**src/rtl/core/rmsr_pkg.sv**
```systemverilog
// Shared constants, types and width helpers of the RMS reduction block.
// No dependencies; every other file of the block imports this package.

package rmsr_pkg;

  // Sample format: signed Q1.15 per component.
  localparam int SAMPLE_BITS = 16;
  // One squared component: magnitude up to 2^15, square up to 2^30.
  localparam int SQ_BITS     = 2 * SAMPLE_BITS - 1;
  // Result format: unsigned Q2.15.
  localparam int OUT_BITS    = 17;

  // Stream payload widths, padded to whole bytes.
  localparam int IN_TDATA_BITS  = 32;
  localparam int OUT_TDATA_BITS = 24;

  // Configuration port.
  localparam int LEN_BITS      = 13;
  localparam int LEN_REG_MAX   = 8191;
  localparam int CFG_ADDR_BITS = 1;
  localparam int CFG_DATA_BITS = 13;

  localparam logic [CFG_ADDR_BITS-1:0] REG_VECTOR_LENGTH = 1'b0;
  localparam logic [CFG_ADDR_BITS-1:0] REG_COMPLEX_MODE  = 1'b1;

  // Default build size.
  localparam int MAX_VECTOR_LENGTH_DEF = 4096;

  // Request queue between the front and back ends.
  localparam int Q_DEPTH     = 2;
  localparam int Q_PTR_BITS  = $clog2(Q_DEPTH);
  localparam int Q_CNT_BITS  = $clog2(Q_DEPTH + 1);

  typedef struct packed {
    logic [Q_CNT_BITS-1:0] count;
    logic                  nonempty;
  } rmsr_qstat_t;

  // Longest vector the length register can select at a given build size.
  function automatic int len_cap(input int max_len);
    len_cap = (max_len < LEN_REG_MAX) ? max_len : LEN_REG_MAX;
  endfunction

  // Sum width: a complex square needs SQ_BITS+1 bits, times the longest vector.
  function automatic int sum_bits(input int max_len);
    sum_bits = SQ_BITS + 1 + $clog2(len_cap(max_len));
  endfunction

endpackage

```
**src/rtl/core/rms_reduction.sv**
```systemverilog
// Top level of the RMS reduction block: front end, request queue, back end.
// Depends on rmsr_pkg, rmsr_front, rmsr_queue and rmsr_back.
//
// Usage: program vector_length (index 0) and complex_mode (index 1) on the
// cfg_ port while the block is idle, then stream samples on in_, one per
// request, in reduction order. After every vector_length samples one request
// leaves on out_ carrying floor(sqrt(sum of squares / length)) as Q2.15.
// A length of 0 acts as 1; a length above MAX_VECTOR_LENGTH acts as it.
//
// Throughput: the front end takes one sample per cycle while in_tready is
// high. The back end works on one vector total at a time: a handoff state,
// the serial divider, the square root unit and a handoff state to the
// output register. The queue holds two vector totals, so vectors shorter
// than the back end's run pay the difference as in_tready low.
// The last sample of a vector reaches out_tvalid through the squaring
// register, the queue, the divider, the square root unit and the output register.
// Reset clears the sum, the sample count, the queue and the output register
// and restores length 1, real mode. When the receiver stalls, the result
// holds in the output register, the back end finishes its next vector and
// waits, the queue fills, and then in_tready drops.

module rms_reduction #(
  parameter int MAX_VECTOR_LENGTH = rmsr_pkg::MAX_VECTOR_LENGTH_DEF
) (
  input  logic                                clk,
  input  logic                                rst_n,
  // Configuration write port.
  input  logic                                cfg_wr_en,
  input  logic [rmsr_pkg::CFG_ADDR_BITS-1:0]  cfg_addr,
  input  logic [rmsr_pkg::CFG_DATA_BITS-1:0]  cfg_wdata,
  // Sample stream.
  input  logic                                in_tvalid,
  output logic                                in_tready,
  input  logic [rmsr_pkg::IN_TDATA_BITS-1:0]  in_tdata,   // [15:0] sample_re, [31:16] sample_im
  // Result stream.
  output logic                                out_tvalid,
  input  logic                                out_tready,
  output logic [rmsr_pkg::OUT_TDATA_BITS-1:0] out_tdata   // [16:0] rms_value, [23:17] zero
);
  import rmsr_pkg::*;

  localparam int QW = sum_bits(MAX_VECTOR_LENGTH) + LEN_BITS;

  rmsr_qstat_t    q_stat;
  logic           push_valid;
  logic [QW-1:0]  push_data;
  logic           pop;
  logic [QW-1:0]  head_data;

  // Intake, square and accumulate; hands one total per vector to the queue.
  rmsr_front #(
    .MAX_VECTOR_LENGTH (MAX_VECTOR_LENGTH)
  ) u_front (
    .clk        (clk),
    .rst_n      (rst_n),
    .cfg_wr_en  (cfg_wr_en),
    .cfg_addr   (cfg_addr),
    .cfg_wdata  (cfg_wdata),
    .in_tvalid  (in_tvalid),
    .in_tready  (in_tready),
    .in_tdata   (in_tdata),
    .q_stat     (q_stat),
    .push_valid (push_valid),
    .push_data  (push_data)
  );

  // Decouple the front end, one sample per cycle while in_tready is high, from the multi-cycle back end.
  rmsr_queue #(
    .W (QW)
  ) u_queue (
    .clk        (clk),
    .rst_n      (rst_n),
    .push_valid (push_valid),
    .push_data  (push_data),
    .pop        (pop),
    .head_data  (head_data),
    .q_stat     (q_stat)
  );

  // Divide by length, take the root, drive the output register.
  rmsr_back #(
    .MAX_VECTOR_LENGTH (MAX_VECTOR_LENGTH)
  ) u_back (
    .clk        (clk),
    .rst_n      (rst_n),
    .q_stat     (q_stat),
    .head_data  (head_data),
    .pop        (pop),
    .out_tvalid (out_tvalid),
    .out_tready (out_tready),
    .out_tdata  (out_tdata)
  );

endmodule

```
**src/rtl/core/rmsr_front.sv**
```systemverilog
// Front end of the RMS reduction: configuration registers, sample intake,
// squaring and accumulation. Depends on rmsr_pkg; feeds rmsr_queue.

module rmsr_front #(
  parameter int MAX_VECTOR_LENGTH = rmsr_pkg::MAX_VECTOR_LENGTH_DEF
) (
  input  logic                                  clk,
  input  logic                                  rst_n,
  input  logic                                  cfg_wr_en,
  input  logic [rmsr_pkg::CFG_ADDR_BITS-1:0]    cfg_addr,
  input  logic [rmsr_pkg::CFG_DATA_BITS-1:0]    cfg_wdata,
  input  logic                                  in_tvalid,
  output logic                                  in_tready,
  input  logic [rmsr_pkg::IN_TDATA_BITS-1:0]    in_tdata,
  input  rmsr_pkg::rmsr_qstat_t                 q_stat,
  output logic                                  push_valid,
  output logic [rmsr_pkg::sum_bits(MAX_VECTOR_LENGTH)+rmsr_pkg::LEN_BITS-1:0] push_data
);
  import rmsr_pkg::*;

  localparam int LEN_CAP = len_cap(MAX_VECTOR_LENGTH);
  localparam int CW      = $clog2(LEN_CAP);
  localparam int SUMW    = sum_bits(MAX_VECTOR_LENGTH);

  logic [LEN_BITS-1:0]        len_r;
  logic                       cplx_r;
  logic [LEN_BITS-1:0]        len_eff;
  logic [CW-1:0]              count_r;
  logic [CW-1:0]              count_nxt;
  logic [CW:0]                count_inc;
  logic                       last;
  logic                       accept;
  logic                       a_valid_r;
  logic                       a_last_r;
  logic [SQ_BITS-1:0]         sq_re_r;
  logic [SQ_BITS-1:0]         sq_im_r;
  logic [SUMW-1:0]            sum_r;
  logic [SQ_BITS:0]           sq_sum;
  logic [SUMW-1:0]            sum_add;
  logic signed [SAMPLE_BITS-1:0]   re;
  logic signed [SAMPLE_BITS-1:0]   im;
  logic signed [2*SAMPLE_BITS-1:0] prod_re;
  logic signed [2*SAMPLE_BITS-1:0] prod_im;
  logic [Q_CNT_BITS:0]        q_load;

  // Clamp the programmed length to 1..LEN_CAP.
  always_comb begin
    if (len_r == '0) begin
      len_eff = LEN_BITS'(1);
    end else if (len_r > LEN_BITS'(LEN_CAP)) begin
      len_eff = LEN_BITS'(LEN_CAP);
    end else begin
      len_eff = len_r;
    end
  end

  assign re      = in_tdata[SAMPLE_BITS-1:0];
  assign im      = in_tdata[2*SAMPLE_BITS-1:SAMPLE_BITS];
  assign prod_re = re * re;
  assign prod_im = im * im;

  assign count_inc = {1'b0, count_r} + (CW+1)'(1);
  assign last      = (LEN_BITS+1)'(count_inc) >= {1'b0, len_eff};
  assign count_nxt = last ? '0 : count_inc[CW-1:0];

  // Hold off intake while a vector end in flight could find the queue full.
  assign q_load    = {1'b0, q_stat.count} + {{Q_CNT_BITS{1'b0}}, a_valid_r & a_last_r};
  assign in_tready = q_load < (Q_CNT_BITS+1)'(Q_DEPTH);
  assign accept    = in_tvalid & in_tready;

  assign sq_sum  = {1'b0, sq_re_r} + {1'b0, sq_im_r};
  assign sum_add = sum_r + SUMW'(sq_sum);

  assign push_valid = a_valid_r & a_last_r;
  assign push_data  = {len_eff, sum_add};

  always_ff @(posedge clk) begin
    if (!rst_n) begin
      len_r     <= LEN_BITS'(1);
      cplx_r    <= 1'b0;
      count_r   <= '0;
      a_valid_r <= 1'b0;
      a_last_r  <= 1'b0;
      sum_r     <= '0;
    end else begin
      if (cfg_wr_en) begin
        case (cfg_addr)
          REG_VECTOR_LENGTH: len_r  <= cfg_wdata[LEN_BITS-1:0];
          REG_COMPLEX_MODE:  cplx_r <= cfg_wdata[0];
          default: ;
        endcase
      end
      a_valid_r <= accept;
      if (accept) begin
        count_r  <= count_nxt;
        a_last_r <= last;
      end
      // Accumulate; clear at the end of a vector as its total goes out.
      if (a_valid_r) begin
        sum_r <= a_last_r ? '0 : sum_add;
      end
    end
  end

  always_ff @(posedge clk) begin
    if (accept) begin
      sq_re_r <= prod_re[SQ_BITS-1:0];
      sq_im_r <= cplx_r ? prod_im[SQ_BITS-1:0] : '0;
    end
  end

endmodule

```
**src/rtl/core/rmsr_queue.sv**
```systemverilog
// Short request queue between the front and back ends of the RMS reduction.
// Depends on rmsr_pkg for depth and status type.

module rmsr_queue #(
  parameter int W = 57
) (
  input  logic                  clk,
  input  logic                  rst_n,
  input  logic                  push_valid,
  input  logic [W-1:0]          push_data,
  input  logic                  pop,
  output logic [W-1:0]          head_data,
  output rmsr_pkg::rmsr_qstat_t q_stat
);
  import rmsr_pkg::*;

  logic [W-1:0]            mem [Q_DEPTH];
  logic [Q_PTR_BITS-1:0]   wr_ptr_r;
  logic [Q_PTR_BITS-1:0]   rd_ptr_r;
  logic [Q_CNT_BITS-1:0]   count_r;

  assign head_data       = mem[rd_ptr_r];
  assign q_stat.count    = count_r;
  assign q_stat.nonempty = count_r != '0;

  always_ff @(posedge clk) begin
    if (!rst_n) begin
      wr_ptr_r <= '0;
      rd_ptr_r <= '0;
      count_r  <= '0;
    end else begin
      if (push_valid) begin
        wr_ptr_r <= (wr_ptr_r == Q_PTR_BITS'(Q_DEPTH - 1)) ? '0 : wr_ptr_r + 1'b1;
      end
      if (pop) begin
        rd_ptr_r <= (rd_ptr_r == Q_PTR_BITS'(Q_DEPTH - 1)) ? '0 : rd_ptr_r + 1'b1;
      end
      case ({push_valid, pop})
        2'b10:   count_r <= count_r + 1'b1;
        2'b01:   count_r <= count_r - 1'b1;
        default: count_r <= count_r;
      endcase
    end
  end

  always_ff @(posedge clk) begin
    if (push_valid) begin
      mem[wr_ptr_r] <= push_data;
    end
  end

endmodule

```
**src/rtl/core/rmsr_back.sv**
```systemverilog
// Back end of the RMS reduction: bit-serial divide by length, digit-by-digit
// integer square root and the output register. Depends on rmsr_pkg.

module rmsr_back #(
  parameter int MAX_VECTOR_LENGTH = rmsr_pkg::MAX_VECTOR_LENGTH_DEF
) (
  input  logic                                  clk,
  input  logic                                  rst_n,
  input  rmsr_pkg::rmsr_qstat_t                 q_stat,
  input  logic [rmsr_pkg::sum_bits(MAX_VECTOR_LENGTH)+rmsr_pkg::LEN_BITS-1:0] head_data,
  output logic                                  pop,
  output logic                                  out_tvalid,
  input  logic                                  out_tready,
  output logic [rmsr_pkg::OUT_TDATA_BITS-1:0]   out_tdata
);
  import rmsr_pkg::*;

  localparam int SUMW  = sum_bits(MAX_VECTOR_LENGTH);
  localparam int SQRTW = SUMW + (SUMW % 2);
  localparam int RTW   = SQRTW / 2;
  localparam int RMW   = RTW + 2;
  localparam int CNTW  = $clog2(SUMW + 1);

  typedef enum logic [3:0] {
    BK_IDLE = 4'b0001,
    BK_DIV  = 4'b0010,
    BK_SQRT = 4'b0100,
    BK_DONE = 4'b1000
  } bk_state_t;

  bk_state_t            state_r;
  bk_state_t            state_nxt;
  logic [CNTW-1:0]      cnt_r;
  logic [CNTW-1:0]      cnt_nxt;
  logic                 cnt_last;
  logic                 out_free;
  logic                 out_valid_r;
  logic [OUT_BITS-1:0]  out_data_r;

  logic [LEN_BITS-1:0]  div_r;
  logic [SUMW-1:0]      quo_r;
  logic [LEN_BITS-1:0]  drem_r;
  logic [LEN_BITS:0]    drem_sh;
  logic [LEN_BITS:0]    ddiff;
  logic                 dge;
  logic [LEN_BITS-1:0]  drem_step;
  logic [SUMW-1:0]      quo_step;

  logic [SQRTW-1:0]     rad_r;
  logic [RMW-1:0]       srem_r;
  logic [RTW-1:0]       root_r;
  logic [RMW-1:0]       srem_sh;
  logic [RMW-1:0]       trial;
  logic [RMW-1:0]       sdiff;
  logic                 sge;
  logic [RMW-1:0]       srem_step;
  logic [RTW-1:0]       root_step;

  // Restoring division: one quotient bit per cycle, MSB first.
  assign drem_sh   = {drem_r, quo_r[SUMW-1]};
  assign ddiff     = drem_sh - {1'b0, div_r};
  assign dge       = drem_sh >= {1'b0, div_r};
  assign drem_step = dge ? ddiff[LEN_BITS-1:0] : drem_sh[LEN_BITS-1:0];
  assign quo_step  = {quo_r[SUMW-2:0], dge};

  // Square root: two radicand bits in, one root bit out per cycle.
  assign srem_sh   = {srem_r[RMW-3:0], rad_r[SQRTW-1 -: 2]};
  assign trial     = {root_r, 2'b01};
  assign sdiff     = srem_sh - trial;
  assign sge       = srem_sh >= trial;
  assign srem_step = sge ? sdiff : srem_sh;
  assign root_step = {root_r[RTW-2:0], sge};

  assign cnt_last  = cnt_r == CNTW'(1);
  assign out_free  = !out_valid_r || out_tready;
  assign pop       = (state_r == BK_IDLE) && q_stat.nonempty;

  assign out_tvalid = out_valid_r;
  assign out_tdata  = OUT_TDATA_BITS'(out_data_r);

  always_comb begin
    state_nxt = state_r;
    cnt_nxt   = cnt_r;
    case (state_r)
      BK_IDLE: begin
        if (q_stat.nonempty) begin
          state_nxt = BK_DIV;
          cnt_nxt   = CNTW'(SUMW);
        end
      end
      BK_DIV: begin
        cnt_nxt = cnt_r - 1'b1;
        if (cnt_last) begin
          state_nxt = BK_SQRT;
          cnt_nxt   = CNTW'(RTW);
        end
      end
      BK_SQRT: begin
        cnt_nxt = cnt_r - 1'b1;
        if (cnt_last) begin
          state_nxt = BK_DONE;
        end
      end
      BK_DONE: begin
        if (out_free) begin
          state_nxt = BK_IDLE;
        end
      end
      default: state_nxt = BK_IDLE;
    endcase
  end

  always_ff @(posedge clk) begin
    if (!rst_n) begin
      state_r     <= BK_IDLE;
      cnt_r       <= '0;
      out_valid_r <= 1'b0;
    end else begin
      state_r <= state_nxt;
      cnt_r   <= cnt_nxt;
      if ((state_r == BK_DONE) && out_free) begin
        out_valid_r <= 1'b1;
      end else if (out_tready) begin
        out_valid_r <= 1'b0;
      end
    end
  end

  always_ff @(posedge clk) begin
    case (state_r)
      BK_IDLE: begin
        quo_r  <= head_data[SUMW-1:0];
        div_r  <= head_data[SUMW+LEN_BITS-1:SUMW];
        drem_r <= '0;
      end
      BK_DIV: begin
        quo_r  <= quo_step;
        drem_r <= drem_step;
        rad_r  <= SQRTW'(quo_step);
        srem_r <= '0;
        root_r <= '0;
      end
      BK_SQRT: begin
        rad_r  <= {rad_r[SQRTW-3:0], 2'b00};
        srem_r <= srem_step;
        root_r <= root_step;
      end
      BK_DONE: begin
        if (out_free) begin
          out_data_r <= root_r[OUT_BITS-1:0];
        end
      end
      default: ;
    endcase
  end

endmodule

```
**config.mk**
```make
export PLATFORM = sky130hd
export DESIGN_NAME = rms_reduction
export DESIGN_NICKNAME = d
export VERILOG_FILES = /design/src/rtl/core/rmsr_pkg.sv /design/src/rtl/core/rms_reduction.sv /design/src/rtl/core/rmsr_front.sv /design/src/rtl/core/rmsr_queue.sv /design/src/rtl/core/rmsr_back.sv
export SDC_FILE = /design/constraint.sdc
export NUM_CORES = 2
export LEC_CHECK = 0
export BUFFER_PORTS_ARGS = -buffer_cell sky130_fd_sc_hd__buf_2
export CORE_MARGIN = 2
export CORE_UTILIZATION = 50
export CTS_CLUSTER_SIZE = 24
export DETAILED_ROUTE_END_ITERATION = 8
export PLACE_DENSITY = 0.66
export SYNTH_ARGS = -nofsm -noshare
export SYNTH_HDL_FRONTEND = slang
export SYNTH_SLANG_ARGS = --single-unit
```
**constraint.sdc**
```tcl
create_clock -name clk -period 17.18 [get_ports clk]
set_clock_uncertainty 0.1 [all_clocks]
set_input_delay 1.718 -clock clk [delete_from_list [all_inputs] [get_ports clk]]
set_output_delay 1.718 -clock clk [all_outputs]
set_load 0.03 [all_outputs]
```
==> metrics.md <==
| Metric | Value |
|---|---|
| DRC viols | `0` |
| Most frequent cell after synthesis | `inv_1` |
| FF+latch area | `12240 um2` |
| Slew Limit Fails | `0` |
| FF-to-FF setup slack | `12860 ps` |
| Critical-path cell list | `buf_2 -> inv_1 -> nor2_1 -> fa_1 -> inv_1 -> fa_1 -> inv_1 -> fa_1 -> fa_1 -> fa_1 -> inv_1 -> fa_1 -> inv_1 -> ha_1 -> a21oi_1 -> nor2b_1 -> o21a_1 -> or2_2 -> a21oi_1 -> nor3b_1 -> a31oi_1 -> mux2i_1 -> nand4_1` |
| Die Wd | `280.6 um` |
| Reg clk slew, reported paths | `60 ps` |
| Hold crit path type | `reg2reg` |
| Xor and xnor area share after synthesis | `0.03732` |
| Setup Fix Bufs, Post-CTS | `0` |
| Vias per cell | `5.251` |
| Post-Syn Area | `38260 um2` |
| Hold Violations, Final | `0` |
| Overflow after GRT | `0` |
| Worst R2R Start | `u_front.sq_im_r[0]$_SDFFCE_PN0P_` |
| Cts-stage hold buffer count | `0` |
| RSZ-0062 raised after global routing | `false` |
| Status | `completed` |
| Share of cells above drive strength 1 | `0.05711` |
| Syn_area_per_cell | `10.27 um2` |
| Die height | `280.6 um` |
| Worst hold stages | `0` |
| # setup viols final | `0` |
| CP dominant cell by count | `fa_1` |
| ANT nets after route | `0` |
| Clock Tree Buf Depth | `3` |
| Initial core utilization | `0.5046` |
| Synth area leaders | `edfxtp_1 27%, fa_1 26%, ha_1 8.5%` |
| Fillers | `6713` |
| Final GP Congestion | `0.8931` |
| Adder-Cell Fraction of Synth Area | `0.3416` |
| Vias in the first global route | `26.11k` |
| Syn Inst Count | `3724` |
| CP Class | `in2reg` |
| Final Critical Period | `7997 ps` |
| Compound-gate portion of the synthesized area | `0.08130` |
| Yosys reg bits | `437` |
| Number of H-tree levels | `2` |
| Initial antenna violation count | `0` |
| N_diodes | `0` |
| CP arrival | `8210 ps` |
| Slew headroom | `0.2216` |
| First-pass GRT wire length | `129.9 mm` |
| Mux contribution to synthesized area | `0.02325` |
| Worst-margin pin slew | `1166 ps` |
| Multi-input gate area | `22850 um2` |
| Reg2reg path depth | `12` |
| Max cap viols | `0` |
| Fmax | `125.0 MHz` |
| Via count | `25.00k` |
| Post-Synth Simple-Gate Area | `0.1118` |
| Yosys top cell by area | `edfxtp_1` |
| Top-area cell type share of the netlist area | `0.2739` |
| Worst EP required | `17390 ps` |
| FF-to-FF End | `u_queue.mem[1][39]$_DFFE_PP_` |
| Die area | `78740 um2` |
| Starting DRT DRC Count | `1325` |
| Tot GR Track Use | `0.2045` |
| Synth warnings | `0` |
| Non-Filler Instances | `4760` |
| Worst hold start | `u_back.root_r[0]$_SDFFCE_PN0N_` |
| Seq/Total Area, Yosys | `0.3200` |
| Setup TNS | `0 ps` |
| Io pins | `77` |
| Dominant synthesized flop cell | `edfxtp_1` |
| Layout area overhead | `7.195%` |
| Post-DR wirelength/cell | `16.18 um` |
| DRT Pass-1 Iters | `8` |
| Clock tree from TritonCTS | `done` |
| Dpl hpwl | `59.63 mm` |
| Post-synth EDFFs | `349` |
| Combinational family with the most area after synthesis | `adder cells` |
| Row cnt | `101` |
| CTS buffer count | `45` |
| Commonest cells post-synth | `724 x inv_1, 491 x fa_1, 436 x nand2_1, 349 x edfxtp_1, 259 x ha_1` |
| Crit path launch type | `input pin` |
| CP Max Fanout | `17` |
| Synth async-reset ratio | `0` |
| Final Cycle Share | `0.4655` |
| Synth cell types | `81` |
| Final net count | `4546` |
| Crit. End Element | `register` |
| CTS resizes | `0` |
| Largest net degree at the start of global routing | `92` |
| Hold Path End | `u_back.out_data_r[0]$_DFFE_PP_` |
| Placed insts | `4676` |
| CP peak stage delay | `720 ps` |
| # port buffers | `69` |
| Slowest library cell on the worst path | `fa_1` |
| CTS sink cnt | `437` |
| Core area | `75820 um2` |
| Worst-Skew Late Latency | `580 ps` |
| Clk root buf | `clkbuf_16` |
| Routed wire length | `77.02 mm` |
metrics by stage:
stage | utilization | hold slack, ps | setup WS, ps | instance area (um2)
detailed placement | 0.5214 | 337.8 | 8571 | 39540
floorplan | - | 326.4 | 9414 | 38290
finish | 0.5409 | 349.9 | 9183 | 41010
global placement | 0.5214 | 334.7 | 8752 | 39540
CTS | 0.5409 | 352.9 | 9163 | 41010
global route | 0.5409 | 364.8 | 8647 | 41010
how the worst max path moves through the flow:
stage / endpoint / depth (start not counted) / from
5_1_grt: u_front.sq_im_r[30]$_SDFFCE_PN0P_ / 23 / in_tdata[31]
3_5_place_dp: u_front.sq_im_r[30]$_SDFFCE_PN0P_ / 23 / in_tdata[31]
3_3_place_gp: u_front.sq_im_r[30]$_SDFFCE_PN0P_ / 23 / in_tdata[31]
2_1_floorplan: u_front.sq_im_r[30]$_SDFFCE_PN0P_ / 22 / in_tdata[31]
6_report: u_front.sq_im_r[30]$_SDFFCE_PN0P_ / 23 / in_tdata[31]
4_1_cts: u_front.sq_im_r[30]$_SDFFCE_PN0P_ / 23 / in_tdata[31]
state kept, by name, summed over array words and instances, names as in the netlist, 2 cells and up, named ones only:
| register | cells |
|---|---|
| u_back.rad_r | 44 |
| u_queue.count_r | 2 |
| u_front.sq_re_r | 30 |
| u_back.drem_r | 13 |
| u_front.sq_im_r | 30 |
| u_back.state_r | 4 |
| u_front.sum_r | 44 |
| u_back.div_r | 13 |
| u_front.count_r | 12 |
| u_queue.mem | 114 |
| u_back.quo_r | 44 |
| u_front.len_r | 13 |
| u_back.root_r | 22 |
| u_back.srem_r | 22 |
| u_back.cnt_r | 6 |
| u_back.out_data_r | 17 |
per-layer routing:
layer | global-route usage | wire length (um) | share of wire | up-vias
li1 | - | - | - | 12070
met1 | 0.2651 | 33580 | 0.44 | 12490
met4 | 0.03990 | 1089 | 0.014 | 0
met3 | 0.01957 | 2479 | 0.032 | 73
met2 | 0.3732 | 39870 | 0.52 | 362
met5 | 0 | 0 | 0 | -
cell families after synthesis:
family,after synthesis
AND/OR/NAND/NOR,962
buffers and inverters,851
adder cells (fa/ha/maj),750
AO/OA/AOI/OAI,473
flip-flops,437
XOR/XNOR,163
multiplexers,87
other,1
worst max-delay path, delay by kind of cell:
kind | cells | cell delay (ps)
mux | 1 | 190
compound gates | 4 | 790
fa+ha+maj | 7 | 3570
simple gates | 5 | 830
buf+inv | 6 | 1110
layout by cell type (no fill, tap or decap), drive strengths merged, types with 72 or more instances in the layout:
| cell | count |
|---|---|
| buf | 85 |
| xnor2 | 121 |
| fa | 491 |
| dfxtp | 88 |
| mux2i | 72 |
| edfxtp | 349 |
| o21ai | 117 |
| a21oi | 115 |
| nand2 | 436 |
| inv | 727 |
| nor2 | 252 |
| ha | 259 |
cell type report:
cell class                 instances  area share
multi-input combinational       2444      0.5573
sequential                       437      0.2985
inverter                         732     0.06706
tap                              978     0.02984
clock buffer                      54     0.02956
timing repair buffer              85     0.01135
clock inverter                    30    0.006407
Power is left out: the tool's default activity adds up to more than one toggle a clock period on the data nets, which glitch-free logic cannot reach.
